$ cat config.mk
export PLATFORM = sky130hd
export DESIGN_NAME = alpha_premultiply_unit
export DESIGN_NICKNAME = d
export VERILOG_FILES = /design/src/sv/apu_pkg.sv /design/src/sv/alpha_premultiply_unit.sv
export SDC_FILE = /design/constraint.sdc
export NUM_CORES = 1
export LEC_CHECK = 0
export BUFFER_PORTS_ARGS = -buffer_cell sky130_fd_sc_hd__buf_4
export CAP_MARGIN = 20
export CORE_MARGIN = 2
export CORE_UTILIZATION = 30
export DETAILED_ROUTE_END_ITERATION = 7
export PLACE_DENSITY_LB_ADDON = 0.08
export SYNTH_ARGS = -nofsm -noshare
export SYNTH_HDL_FRONTEND = slang
export SYNTH_SLANG_ARGS = --single-unit
$ cat constraint.sdc
create_clock -name i_clk -period 21.6 [get_ports i_clk]
set_input_delay 2.16 -clock i_clk [delete_from_list [all_inputs] [get_ports i_clk]]
set_output_delay 2.16 -clock i_clk [all_outputs]
set_load 0.005 [all_outputs]
$ cat src/sv/apu_pkg.sv
// shared types, constants and the reciprocal table for the alpha premultiply unit
// no dependencies
package apu_pkg;

    localparam int unsigned NUM_COLORS  = 3;
    localparam int unsigned CHAN_W      = 8;
    localparam int unsigned CCNT_W      = 2;
    localparam int unsigned PROD_W      = 2 * CHAN_W;
    localparam logic [CCNT_W-1:0] CCNT_RESET = 2'd3;
    localparam logic [CHAN_W-1:0] CHAN_MAX   = 8'd255;
    localparam logic [CHAN_W-1:0] ALPHA_ZERO = 8'd0;

    typedef enum logic {
        OP_PREMULTIPLY   = 1'b0,
        OP_UNPREMULTIPLY = 1'b1
    } t_op;

    typedef logic [NUM_COLORS-1:0][CHAN_W-1:0] t_colors;
    typedef logic [NUM_COLORS-1:0][PROD_W-1:0] t_products;

    // floor(255 / a); an alpha of zero gives 0
    function automatic logic [CHAN_W-1:0] recip255(input logic [CHAN_W-1:0] a);
        logic [CHAN_W-1:0] r;
        r = '0;
        case (a) inside
            8'd1:            r = 8'd255;
            8'd2:            r = 8'd127;
            8'd3:            r = 8'd85;
            8'd4:            r = 8'd63;
            8'd5:            r = 8'd51;
            8'd6:            r = 8'd42;
            8'd7:            r = 8'd36;
            8'd8:            r = 8'd31;
            8'd9:            r = 8'd28;
            8'd10:           r = 8'd25;
            8'd11:           r = 8'd23;
            8'd12:           r = 8'd21;
            8'd13:           r = 8'd19;
            8'd14:           r = 8'd18;
            8'd15:           r = 8'd17;
            [8'd16:8'd17]:   r = 8'd15;
            8'd18:           r = 8'd14;
            8'd19:           r = 8'd13;
            [8'd20:8'd21]:   r = 8'd12;
            [8'd22:8'd23]:   r = 8'd11;
            [8'd24:8'd25]:   r = 8'd10;
            [8'd26:8'd28]:   r = 8'd9;
            [8'd29:8'd31]:   r = 8'd8;
            [8'd32:8'd36]:   r = 8'd7;
            [8'd37:8'd42]:   r = 8'd6;
            [8'd43:8'd51]:   r = 8'd5;
            [8'd52:8'd63]:   r = 8'd4;
            [8'd64:8'd85]:   r = 8'd3;
            [8'd86:8'd127]:  r = 8'd2;
            [8'd128:8'd255]: r = 8'd1;
            default:         r = '0;
        endcase
        return r;
    endfunction

endpackage

$ cat src/sv/alpha_premultiply_unit.sv
// alpha premultiply / unpremultiply unit, three register stages, one pixel per clock unless the receiver stalls
// depends on apu_pkg
//
// usage:
//   slave stream takes one pixel per transfer: tdata holds the colour bytes a, b, c
//   and alpha, tuser the operation (0 premultiply, 1 unpremultiply), tlast the row end.
//   master stream gives the processed pixel with alpha and tlast unchanged.
//   premultiply gives floor(c*a/255); unpremultiply multiplies by floor(255/a) and
//   saturates at 255, passing the pixel unchanged for alpha 0 or 255.
//   i_cfg_we / i_cfg_data set how many colour channels are processed (0..3); the
//   rest pass through. write it only while the pipe is empty.
// path: an input transfer passes the stage 1, 2 and 3 registers to the master side.
// throughput: one pixel per cycle unless the receiver stalls, set by the three-stage pipe
//   (lookup, multiply, scale/saturate), each stage with its own valid bit.
// reset: synchronous, active low; all stages empty, channel count back to 3.
// stall: each stage holds while the next one is full and blocked, so bubbles close
//   up and nothing is lost or repeated; tready on the slave side falls only when
//   all three stages are full and the receiver holds tready low.
module alpha_premultiply_unit
    import apu_pkg::*;
(
    input  logic                i_clk,
    input  logic                i_rst_n,
    input  logic                i_cfg_we,
    input  logic [CCNT_W-1:0]   i_cfg_data,
    input  logic                s_axis_tvalid,
    output logic                s_axis_tready,
    input  logic [31:0]         s_axis_tdata,   // color_a, color_b, color_c, alpha_in
    input  logic                s_axis_tuser,   // operation
    input  logic                s_axis_tlast,
    output logic                m_axis_tvalid,
    input  logic                m_axis_tready,
    output logic [31:0]         m_axis_tdata,   // out_a, out_b, out_c, alpha_out
    output logic                m_axis_tlast
);

    logic [CCNT_W-1:0] r_color_channels;

    // stage 1: captured pixel, multiplier factor, per-channel enables
    logic                  r_s1_valid;
    t_colors               r_s1_col;
    logic [CHAN_W-1:0]     r_s1_alpha;
    logic [CHAN_W-1:0]     r_s1_factor;
    logic [NUM_COLORS-1:0] r_s1_active;
    t_op                   r_s1_op;
    logic                  r_s1_last;

    // stage 2: products
    logic                  r_s2_valid;
    t_colors               r_s2_col;
    t_products             r_s2_prod;
    logic [CHAN_W-1:0]     r_s2_alpha;
    logic [NUM_COLORS-1:0] r_s2_active;
    t_op                   r_s2_op;
    logic                  r_s2_last;

    // stage 3: output register
    logic                  r_s3_valid;
    t_colors               r_s3_col;
    logic [CHAN_W-1:0]     r_s3_alpha;
    logic                  r_s3_last;

    logic s1_ready, s2_ready, s3_ready;
    logic s1_load, s2_load, s3_load;

    t_op                   n_s1_op;
    logic [CHAN_W-1:0]     n_s1_factor;
    logic [NUM_COLORS-1:0] n_s1_active;
    logic                  bypass;
    t_colors               n_s3_col;

    assign s3_ready = !r_s3_valid || m_axis_tready;
    assign s2_ready = !r_s2_valid || s3_ready;
    assign s1_ready = !r_s1_valid || s2_ready;

    assign s1_load = s_axis_tvalid && s1_ready;
    assign s2_load = r_s1_valid && s2_ready;
    assign s3_load = r_s2_valid && s3_ready;

    assign s_axis_tready = s1_ready;

    always_ff @(posedge i_clk) begin
        if (!i_rst_n) begin
            r_color_channels <= CCNT_RESET;
        end else if (i_cfg_we) begin
            r_color_channels <= i_cfg_data;
        end
    end

    always_comb begin
        n_s1_op = t_op'(s_axis_tuser);
        bypass  = (n_s1_op == OP_UNPREMULTIPLY) &&
                  ((s_axis_tdata[31:24] == ALPHA_ZERO) || (s_axis_tdata[31:24] == CHAN_MAX));
        n_s1_factor = (n_s1_op == OP_PREMULTIPLY) ? s_axis_tdata[31:24]
                                                  : recip255(s_axis_tdata[31:24]);
        for (int i = 0; i < NUM_COLORS; i++) begin
            n_s1_active[i] = !bypass && (CCNT_W'(i) < r_color_channels);
        end
    end

    always_ff @(posedge i_clk) begin
        if (!i_rst_n) begin
            r_s1_valid <= 1'b0;
        end else if (s1_ready) begin
            r_s1_valid <= s_axis_tvalid;
        end
    end

    always_ff @(posedge i_clk) begin
        if (s1_load) begin
            r_s1_col    <= s_axis_tdata[23:0];
            r_s1_alpha  <= s_axis_tdata[31:24];
            r_s1_factor <= n_s1_factor;
            r_s1_active <= n_s1_active;
            r_s1_op     <= n_s1_op;
            r_s1_last   <= s_axis_tlast;
        end
    end

    always_ff @(posedge i_clk) begin
        if (!i_rst_n) begin
            r_s2_valid <= 1'b0;
        end else if (s2_ready) begin
            r_s2_valid <= r_s1_valid;
        end
    end

    always_ff @(posedge i_clk) begin
        if (s2_load) begin
            for (int i = 0; i < NUM_COLORS; i++) begin
                r_s2_prod[i] <= PROD_W'(r_s1_col[i]) * PROD_W'(r_s1_factor);
            end
            r_s2_col    <= r_s1_col;
            r_s2_alpha  <= r_s1_alpha;
            r_s2_active <= r_s1_active;
            r_s2_op     <= r_s1_op;
            r_s2_last   <= r_s1_last;
        end
    end

    // x/255 as (x + 1 + (x >> 8)) >> 8, exact for every 8x8 product
    always_comb begin
        logic [PROD_W:0] sum;
        for (int i = 0; i < NUM_COLORS; i++) begin
            sum = {1'b0, r_s2_prod[i]} + (PROD_W+1)'(1)
                + (PROD_W+1)'(r_s2_prod[i][PROD_W-1:CHAN_W]);
            if (!r_s2_active[i]) begin
                n_s3_col[i] = r_s2_col[i];
            end else if (r_s2_op == OP_PREMULTIPLY) begin
                n_s3_col[i] = sum[PROD_W-1:CHAN_W];
            end else if (r_s2_prod[i] > PROD_W'(CHAN_MAX)) begin
                n_s3_col[i] = CHAN_MAX;
            end else begin
                n_s3_col[i] = r_s2_prod[i][CHAN_W-1:0];
            end
        end
    end

    always_ff @(posedge i_clk) begin
        if (!i_rst_n) begin
            r_s3_valid <= 1'b0;
        end else if (s3_ready) begin
            r_s3_valid <= r_s2_valid;
        end
    end

    always_ff @(posedge i_clk) begin
        if (s3_load) begin
            r_s3_col   <= n_s3_col;
            r_s3_alpha <= r_s2_alpha;
            r_s3_last  <= r_s2_last;
        end
    end

    assign m_axis_tvalid = r_s3_valid;
    assign m_axis_tdata  = {r_s3_alpha, r_s3_col};
    assign m_axis_tlast  = r_s3_last;

endmodule

==> results.json, run 1 <==
{
  "drtPass1Iterations": 4,
  "cts_buffers": 17,
  "holdWs_ns": 0.421,
  "finalNetCount": 1557,
  "mappedNetlistNets": 1490,
  "vias": 8766,
  "yosys_warnings": 0,
  "hold_depth": 0,
  "maxCapViolCount": 0,
  "antenna_found_initial": 0,
  "clock_skew_ns": 0.0146,
  "drt_wl_total_mm": 30.9,
  "wire_per_inst_um": 16.5,
  "ys_types": 53,
  "final-hold-violation-count": 0,
  "via_per_inst": 4.67,
  "n_fill_cell": 4383,
  "synth-main-ff-cell": "edfxtp_1",
  "grt_usage_pct": 15.0,
  "final_common_cell": "edfxtp_1",
  "tns_ns": 0,
  "timing.fmax_ghz": 0.187,
  "grt_overflow_total": 0,
  "dp_hpwl_mm": 22.6,
  "synthAdderAreaFrac_pct": 28.9,
  "clk_latency_ns": 0.49,
  "tightest_slew_ns": 1.07,
  "cts_hold_buffers": 0,
  "synth_xor_area_share_pct": 3.42,
  "drtAntennaViolNets": 0,
  "dieArea_um2": 45300,
  "numClockSinks": 168,
  "cts.clk_slew.worst_paths_ns": 0.07,
  "ys_ff_latch": 168,
  "grt_pass1_wl_mm": 50.8,
  "cp-end-kind": "output pin",
  "pwr_density_cell_nw_per_um2": 106,
  "fin_crit_ns": 5.35,
  "max-slew-margin-rel_pct": 28.9,
  "die_y_um": 213,
  "finalCoreUtilization_pct": 34.6,
  "min_to": "r_s3_alpha[7]",
  "cts_tree": "done",
  "cp.arrival_ns": 3.19,
  "rr_worst_depth": 15,
  "rsz0062_at_grt": "no",
  "core-area_um2": 43100,
  "initial_core_util_pct": 30.4,
  "grt_pass1_vias": 9325,
  "ctsRootBufferMaster": "clkbuf_16",
  "outcome": "completed",
  "r2r-end": "r_s2_prod[14]",
  "synthToLayoutAreaGrowth_pct": 14.0,
  "timing.final.crit_share_pct": 24.7,
  "yosysSeqAreaShare_pct": 38.2,
  "synth_edf_count": 163,
  "worstPathRequired_ns": 19.44,
  "ioPinCount": 76,
  "synth_area_um2": 13100,
  "drive_above_1_share_pct": 9.67,
  "cts_resized": 0,
  "num_antenna_cells": 0,
  "gp_congestion": 0.812,
  "rrSetupSlack_ns": 16.49,
  "syn_inst": 1212,
  "final_cell_mix": "edfxtp_1 (163), inv_1 (155), ha_1 (129)",
  "placementRows": 76,
  "power_leakage_nw": 6.30,
  "grt_max_degree": 50,
  "drc": 0,
  "async_reset_ff_share_pct": 0,
  "clock_path_buffers": 2,
  "synth_compound_area_share_pct": 8.38,
  "worstHoldStart": "r_s2_alpha[7]",
  "avgSynthCellArea_um2": 10.8,
  "post_cts_buffers": 0,
  "muxShareOfSynthArea_pct": 0.402,
  "maxSlewViolCount": 0,
  "r2r_start": "r_s1_factor[4]",
  "die_w_um": 213,
  "synth_top_family_by_area": "adder cells",
  "seqCellArea_um2": 4990,
  "crit_path_start_kind": "input port",
  "htreeDepth": 4,
  "worst-setup-path-type": "in -> out",
  "hold_class": "reg -> reg",
  "multiInputGateArea_um2": 7410,
  "synthSimpleGateAreaFrac_pct": 15.3,
  "port_buffers": 75,
  "ir_worst_vdd_uv": 56.2,
  "finalSetupViolCount": 0,
  "path_max_fanout": 6,
  "drt_iter0_markers": 477
}
==> area by class of cell <==
class,count,area share (%)
Multi-Input combinational cell,855,49.7
Tap cell,585,4.91
Sequential cell,168,33.5
Clock inverter,14,0.915
Inverter,156,3.93
Timing Repair Buffer,81,4.08
Clock buffer,18,2.95
==> synthesized netlist by cell type, types with 3 or more instances <==
cell type	instances	area share (%)
o41ai_1	3	0.20
a221oi_1	6	0.40
edfxtp_1	163	37
and2_1	116	5.5
and3_1	8	0.38
xor2_1	16	1.1
ha_1	129	12
xnor2_1	35	2.3
o211ai_1	7	0.40
o221ai_1	12	0.80
nand3b_1	4	0.23
o21a_1	10	0.57
nand2b_1	17	0.81
or2_2	4	0.19
nor3_1	17	0.65
a31oi_1	3	0.14
clkbuf_1	31	0.89
a21oi_1	41	1.6
inv_1	155	4.4
o22ai_1	5	0.24
dfxtp_1	5	0.77
nand3_1	15	0.57
or4_1	3	0.17
a21o_1	4	0.23
nor2_1	62	1.8
a21boi_0	3	0.17
a211oi_1	14	0.80
nand2_1	117	3.4
nor4_1	9	0.43
fa_1	108	17
mux2i_1	3	0.23
o21ai_0	41	1.6
nor2b_1	15	0.72
nand4_1	7	0.33
==> layer usage <==
metal / global-route usage, % / wire length, µm / share of wire [%]
met3: 3.49 / 1060 / 3.4
met4: 5.14 / 510 / 1.6
met5: 0 / 0 / 0
met2: 24.8 / 14900 / 48
met1: 19.1 / 14500 / 47
==> flip-flops by register name, summed over array words and instances (netlist names), 2 cells and up <==
signal            cells
m_axis_tdata         24
r_color_channels      2
r_s1_active           3
r_s1_alpha            8
r_s1_col             24
r_s1_factor           8
r_s2_active           3
r_s2_alpha            8
r_s2_col             24
r_s2_prod            48
r_s3_alpha            8
==> worst max-delay path, cell delays in order <==
cell	delay, ns
buf_4	0.11
nor2b_1	0.57
nand3_1	0.18
buf_4	0.17
==> where the power goes <==
part	internal, mW	switching [mW]	leakage (nW)
Sequential	0.449	0.0664	1.57
Combinational	0.351	0.403	4.45
Clock	0.155	0.151	0.280
Total	0.955	0.620	6.30
==> through the flow <==
step	total power [mW]	area [µm²]	worst slack [ns]	instances
global placement	1.29	14300	16.25	1845
detailed placement	1.29	14300	16.24	1845
floorplan	1.10	13100	12.52	1212
finish	1.57	14900	16.25	1877
CTS	1.61	14900	16.24	1877
global route	1.75	14900	16.12	1877
==> cell families after synthesis <==
kind of cell	count (synthesis)
buffers and inverters	189
adders and majority gates	237
xor gates and xnor gates	51
AOI/OAI and AO/OA	166
DFF	168
and+or+nand+nor	396
muxes	5
==> worst max-delay path by stage <==
| stage | startpoint | to | slack (ns) | cells after the start |
|---|---|---|---|---|
| detailed placement | m_axis_tready | s_axis_tready | 16.24 | 4 |
| global route | r_s1_factor[4] | r_s2_prod[46] | 16.12 | 15 |
| global placement | m_axis_tready | s_axis_tready | 16.25 | 4 |
| finish | m_axis_tready | s_axis_tready | 16.25 | 4 |
| CTS | m_axis_tready | s_axis_tready | 16.24 | 4 |
| floorplan | m_axis_tready | r_s2_active[0] | 12.52 | 2 |
Power figures use the tool's default switching activity.
==> inputs of run 2 (changes only) <==
--- a/config.mk
+++ b/config.mk
@@ -5,6 +5,7 @@
 export SDC_FILE = /design/constraint.sdc
 export NUM_CORES = 1
 export LEC_CHECK = 0
+export ABC_AREA = 1
 export BUFFER_PORTS_ARGS = -buffer_cell sky130_fd_sc_hd__buf_4
 export CAP_MARGIN = 20
 export CORE_MARGIN = 2
==> constraint.sdc (replaced) <==
create_clock -name i_clk -period 4.9 [get_ports i_clk]
set_input_delay 0.49 -clock i_clk [delete_from_list [all_inputs] [get_ports i_clk]]
set_output_delay 0.49 -clock i_clk [all_outputs]
set_load 0.005 [all_outputs]
==> run 2 against run 1 <==
Against the previous run: final cell count increased by 21%; critical path type is now reg -> reg; count of clock-buffer cells in the layout decreased by 1; clock skew decreased by 0.0029 ns; sequential power rose to 4.0 times the previous value; final area up 6.4%; sequential cell count unchanged; combinational power grew to 3.2 times the previous value; worst hold slack got worse by 0.25 ns; highest routed layer unchanged.
==> results.json, run 2 <==
{
  "outcome": "completed",
  "dieArea_um2": 48100,
  "max-slew-margin-rel_pct": 39.0,
  "drtAntennaViolNets": 0,
  "fin_crit_ns": 4.54,
  "drc": 0,
  "synth_top_cell_by_area": "edfxtp_1",
  "finalNetCount": 1928,
  "crit_path_start_kind": "flop",
  "synth_edf_count": 163,
  "cts.clk_slew.worst_paths_ns": 0.08,
  "core-area_um2": 45600,
  "pwr_density_cell_nw_per_um2": 371,
  "cp.arrival_ns": 4.87,
  "worst-setup-path-type": "reg -> reg",
  "dp_hpwl_mm": 27.0,
  "yosys_warnings": 0,
  "finalCoreUtilization_pct": 34.8,
  "ys_ff_latch": 168,
  "post_cts_buffers": 0,
  "drtPass1Iterations": 5,
  "final-hold-violation-count": 0,
  "grt_pass1_vias": 10500,
  "path_max_fanout": 13,
  "timing.fmax_ghz": 0.220,
  "initial_core_util_pct": 30.5,
  "ctsRootBufferMaster": "clkbuf_16",
  "largest_reg_flops": 48,
  "drt_wl_total_mm": 34.9,
  "p_seq_share_pct": 34.8,
  "grt_max_degree": 65,
  "placementRows": 78,
  "grt_usage_pct": 15.6,
  "tightest_slew_ns": 0.914,
  "wire_per_inst_um": 15.4,
  "yosysMostFrequentCell": "nand2_1",
  "synth_top_area_share_pct": 35.2,
  "port_buffers": 75,
  "synth-main-ff-cell": "edfxtp_1",
  "ioPinCount": 76,
  "drive_above_1_share_pct": 8.90,
  "clk_latency_ns": 0.49,
  "drt_iter0_markers": 513,
  "tns_ns": 0,
  "cts_tree": "done",
  "synthToLayoutAreaGrowth_pct": 13.9,
  "syn_inst": 1582,
  "pwr-share-clk_pct": 24.4,
  "num_antenna_cells": 0,
  "yosysSeqAreaShare_pct": 35.9,
  "synth_area_um2": 13900,
  "p_sw_mw": 2.31,
  "synth_area_leaders": "edfxtp_1 (35%), fa_1 (16%), ha_1 (12%)",
  "htreeDepth": 4,
  "avgSynthCellArea_um2": 8.80,
  "hold_depth": 1,
  "grt_pass1_wl_mm": 56.8,
  "vias": 10200,
  "via_per_inst": 4.51,
  "maxCapViolCount": 0,
  "cp-end-kind": "flop",
  "cts_hold_buffers": 0,
  "cts_buffers": 17,
  "maxSlewViolCount": 0,
  "numClockSinks": 168,
  "switching_share_pct": 39.3,
  "hold_class": "in -> reg",
  "synthTopCellsByCount": "nand2_1 (354), inv_1 (350), edfxtp_1 (163), nor2_1 (131), ha_1 (129)",
  "rr_worst_depth": 15,
  "rsz0062_at_grt": "no",
  "cts_resized": 0,
  "final_common_cell": "nand2_1",
  "final_cell_mix": "nand2_1 (354), inv_1 (348), edfxtp_1 (163)",
  "async_reset_ff_share_pct": 0,
  "mappedNetlistNets": 1860,
  "worstPathRequired_ns": 5.23,
  "die_y_um": 219,
  "regMostFlops": "r_s2_prod",
  "power_leakage_nw": 8.10,
  "ir_worst_vdd_uv": 284,
  "intPower_mw": 3.56,
  "comb_power_share_pct": 40.8,
  "grt_overflow_total": 0,
  "die_w_um": 219,
  "timing.final.crit_share_pct": 92.7,
  "gp_congestion": 0.840,
  "clock_skew_ns": 0.0116,
  "holdWs_ns": 0.169,
  "clock_path_buffers": 2,
  "finalSetupViolCount": 0,
  "antenna_found_initial": 0,
  "ys_types": 47
}
==> run 2: changes by cell type in the layout (fill, tap and decap cells not counted), sizes merged, moves of 24 or more <==
cell / previous run / this run
a21oi: 41 / 78
nor2: 62 / 136
nand3: 15 / 46
inv: 163 / 360
xnor2: 35 / 11
nand2: 117 / 356
and2: 116 / 0
==> run 2: worst paths after layout <==
path | slack [ns] | to | from
setup / recovery | 0.36 | r_s2_prod[31] | r_s1_factor[5]
setup reg to reg | 0.36 | r_s2_prod[31] | r_s1_factor[5]
hold / removal | 0.17 | r_s1_col[10] | s_axis_tdata[10]
hold reg to reg | 0.42 | r_s2_alpha[1] | r_s1_alpha[1]
==> run 2: kinds of logic (layout without fill, tap and decap cells) <==
group | after synthesis | count (layout) | share of synthesized area (%)
AO/OA/AOI/OAI | 163 | 163 | 6.64
XOR/XNOR | 37 | 37 | 2.33
adder cells (fa/ha/maj) | 237 | 237 | 27.1
buffers and inverters | 406 | 487 | 11.2
flip-flops | 168 | 168 | 35.9
AND/OR/NAND/NOR | 571 | 571 | 16.8
==> run 2: layout make-up <==
| type | instances | area [µm²] |
|---|---|---|
| Fill cell | 4718 | 29700 |
| Multi-Input combinational cell | 1008 | 7370 |
| Sequential cell | 168 | 4990 |
| Inverter | 354 | 1330 |
| Timing Repair Buffer | 101 | 796 |
| Tap cell | 600 | 751 |
| Clock buffer | 17 | 425 |
| Clock inverter | 15 | 180 |
==> run 2: worst max-delay path: stages (launching register included) <==
cell and delay [ns]:
edfxtp_1 0.71, buf_4 0.24, nand2_1 0.07, fa_1 0.49
inv_1 0.05, fa_1 0.50, fa_1 0.52, fa_1 0.50
ha_1 0.36, nand2_1 0.07, inv_1 0.10, nand2_1 0.06
o211ai_1 0.31, nand3_1 0.11, nand2_1 0.09, xor2_1 0.19
==> run 2: metrics by stage <==
| stage | total power, mW | cell area, µm² | worst slack (ns) | std cells |
|---|---|---|---|---|
| after floorplan | 3.82 | 13900 | 0.618 | 1582 |
| after global placement | 4.52 | 15200 | 0.428 | 2231 |
| after detailed placement | 4.52 | 15200 | 0.380 | 2231 |
| after CTS | 6.00 | 15900 | 0.353 | 2263 |
| after global routing | 6.41 | 15900 | 0.0315 | 2263 |
| final | 5.87 | 15900 | 0.358 | 2263 |
==> run 2: routing by layer <==
metal	vias to the layer above	wire [µm]	track usage [%]	part of all wire, %
met5	-	0	0	0
met4	0	857	5.99	2.5
met3	40	1140	3.06	3.3
met2	152	16500	25.5	47
met1	4898	16400	20.4	47
li1	5115	-	-	-
==> run 2: power by group through the flow <==
stage | Combinational [mW] | Sequential (mW) | Clock (mW)
6_report | 2.40 | 2.04 | 1.44
5_1_grt | 2.81 | 2.06 | 1.54
4_1_cts | 2.46 | 2.04 | 1.50
3_5_place_dp | 2.44 | 2.07 | 0
3_3_place_gp | 2.44 | 2.07 | 0
2_1_floorplan | 1.85 | 1.98 | 0
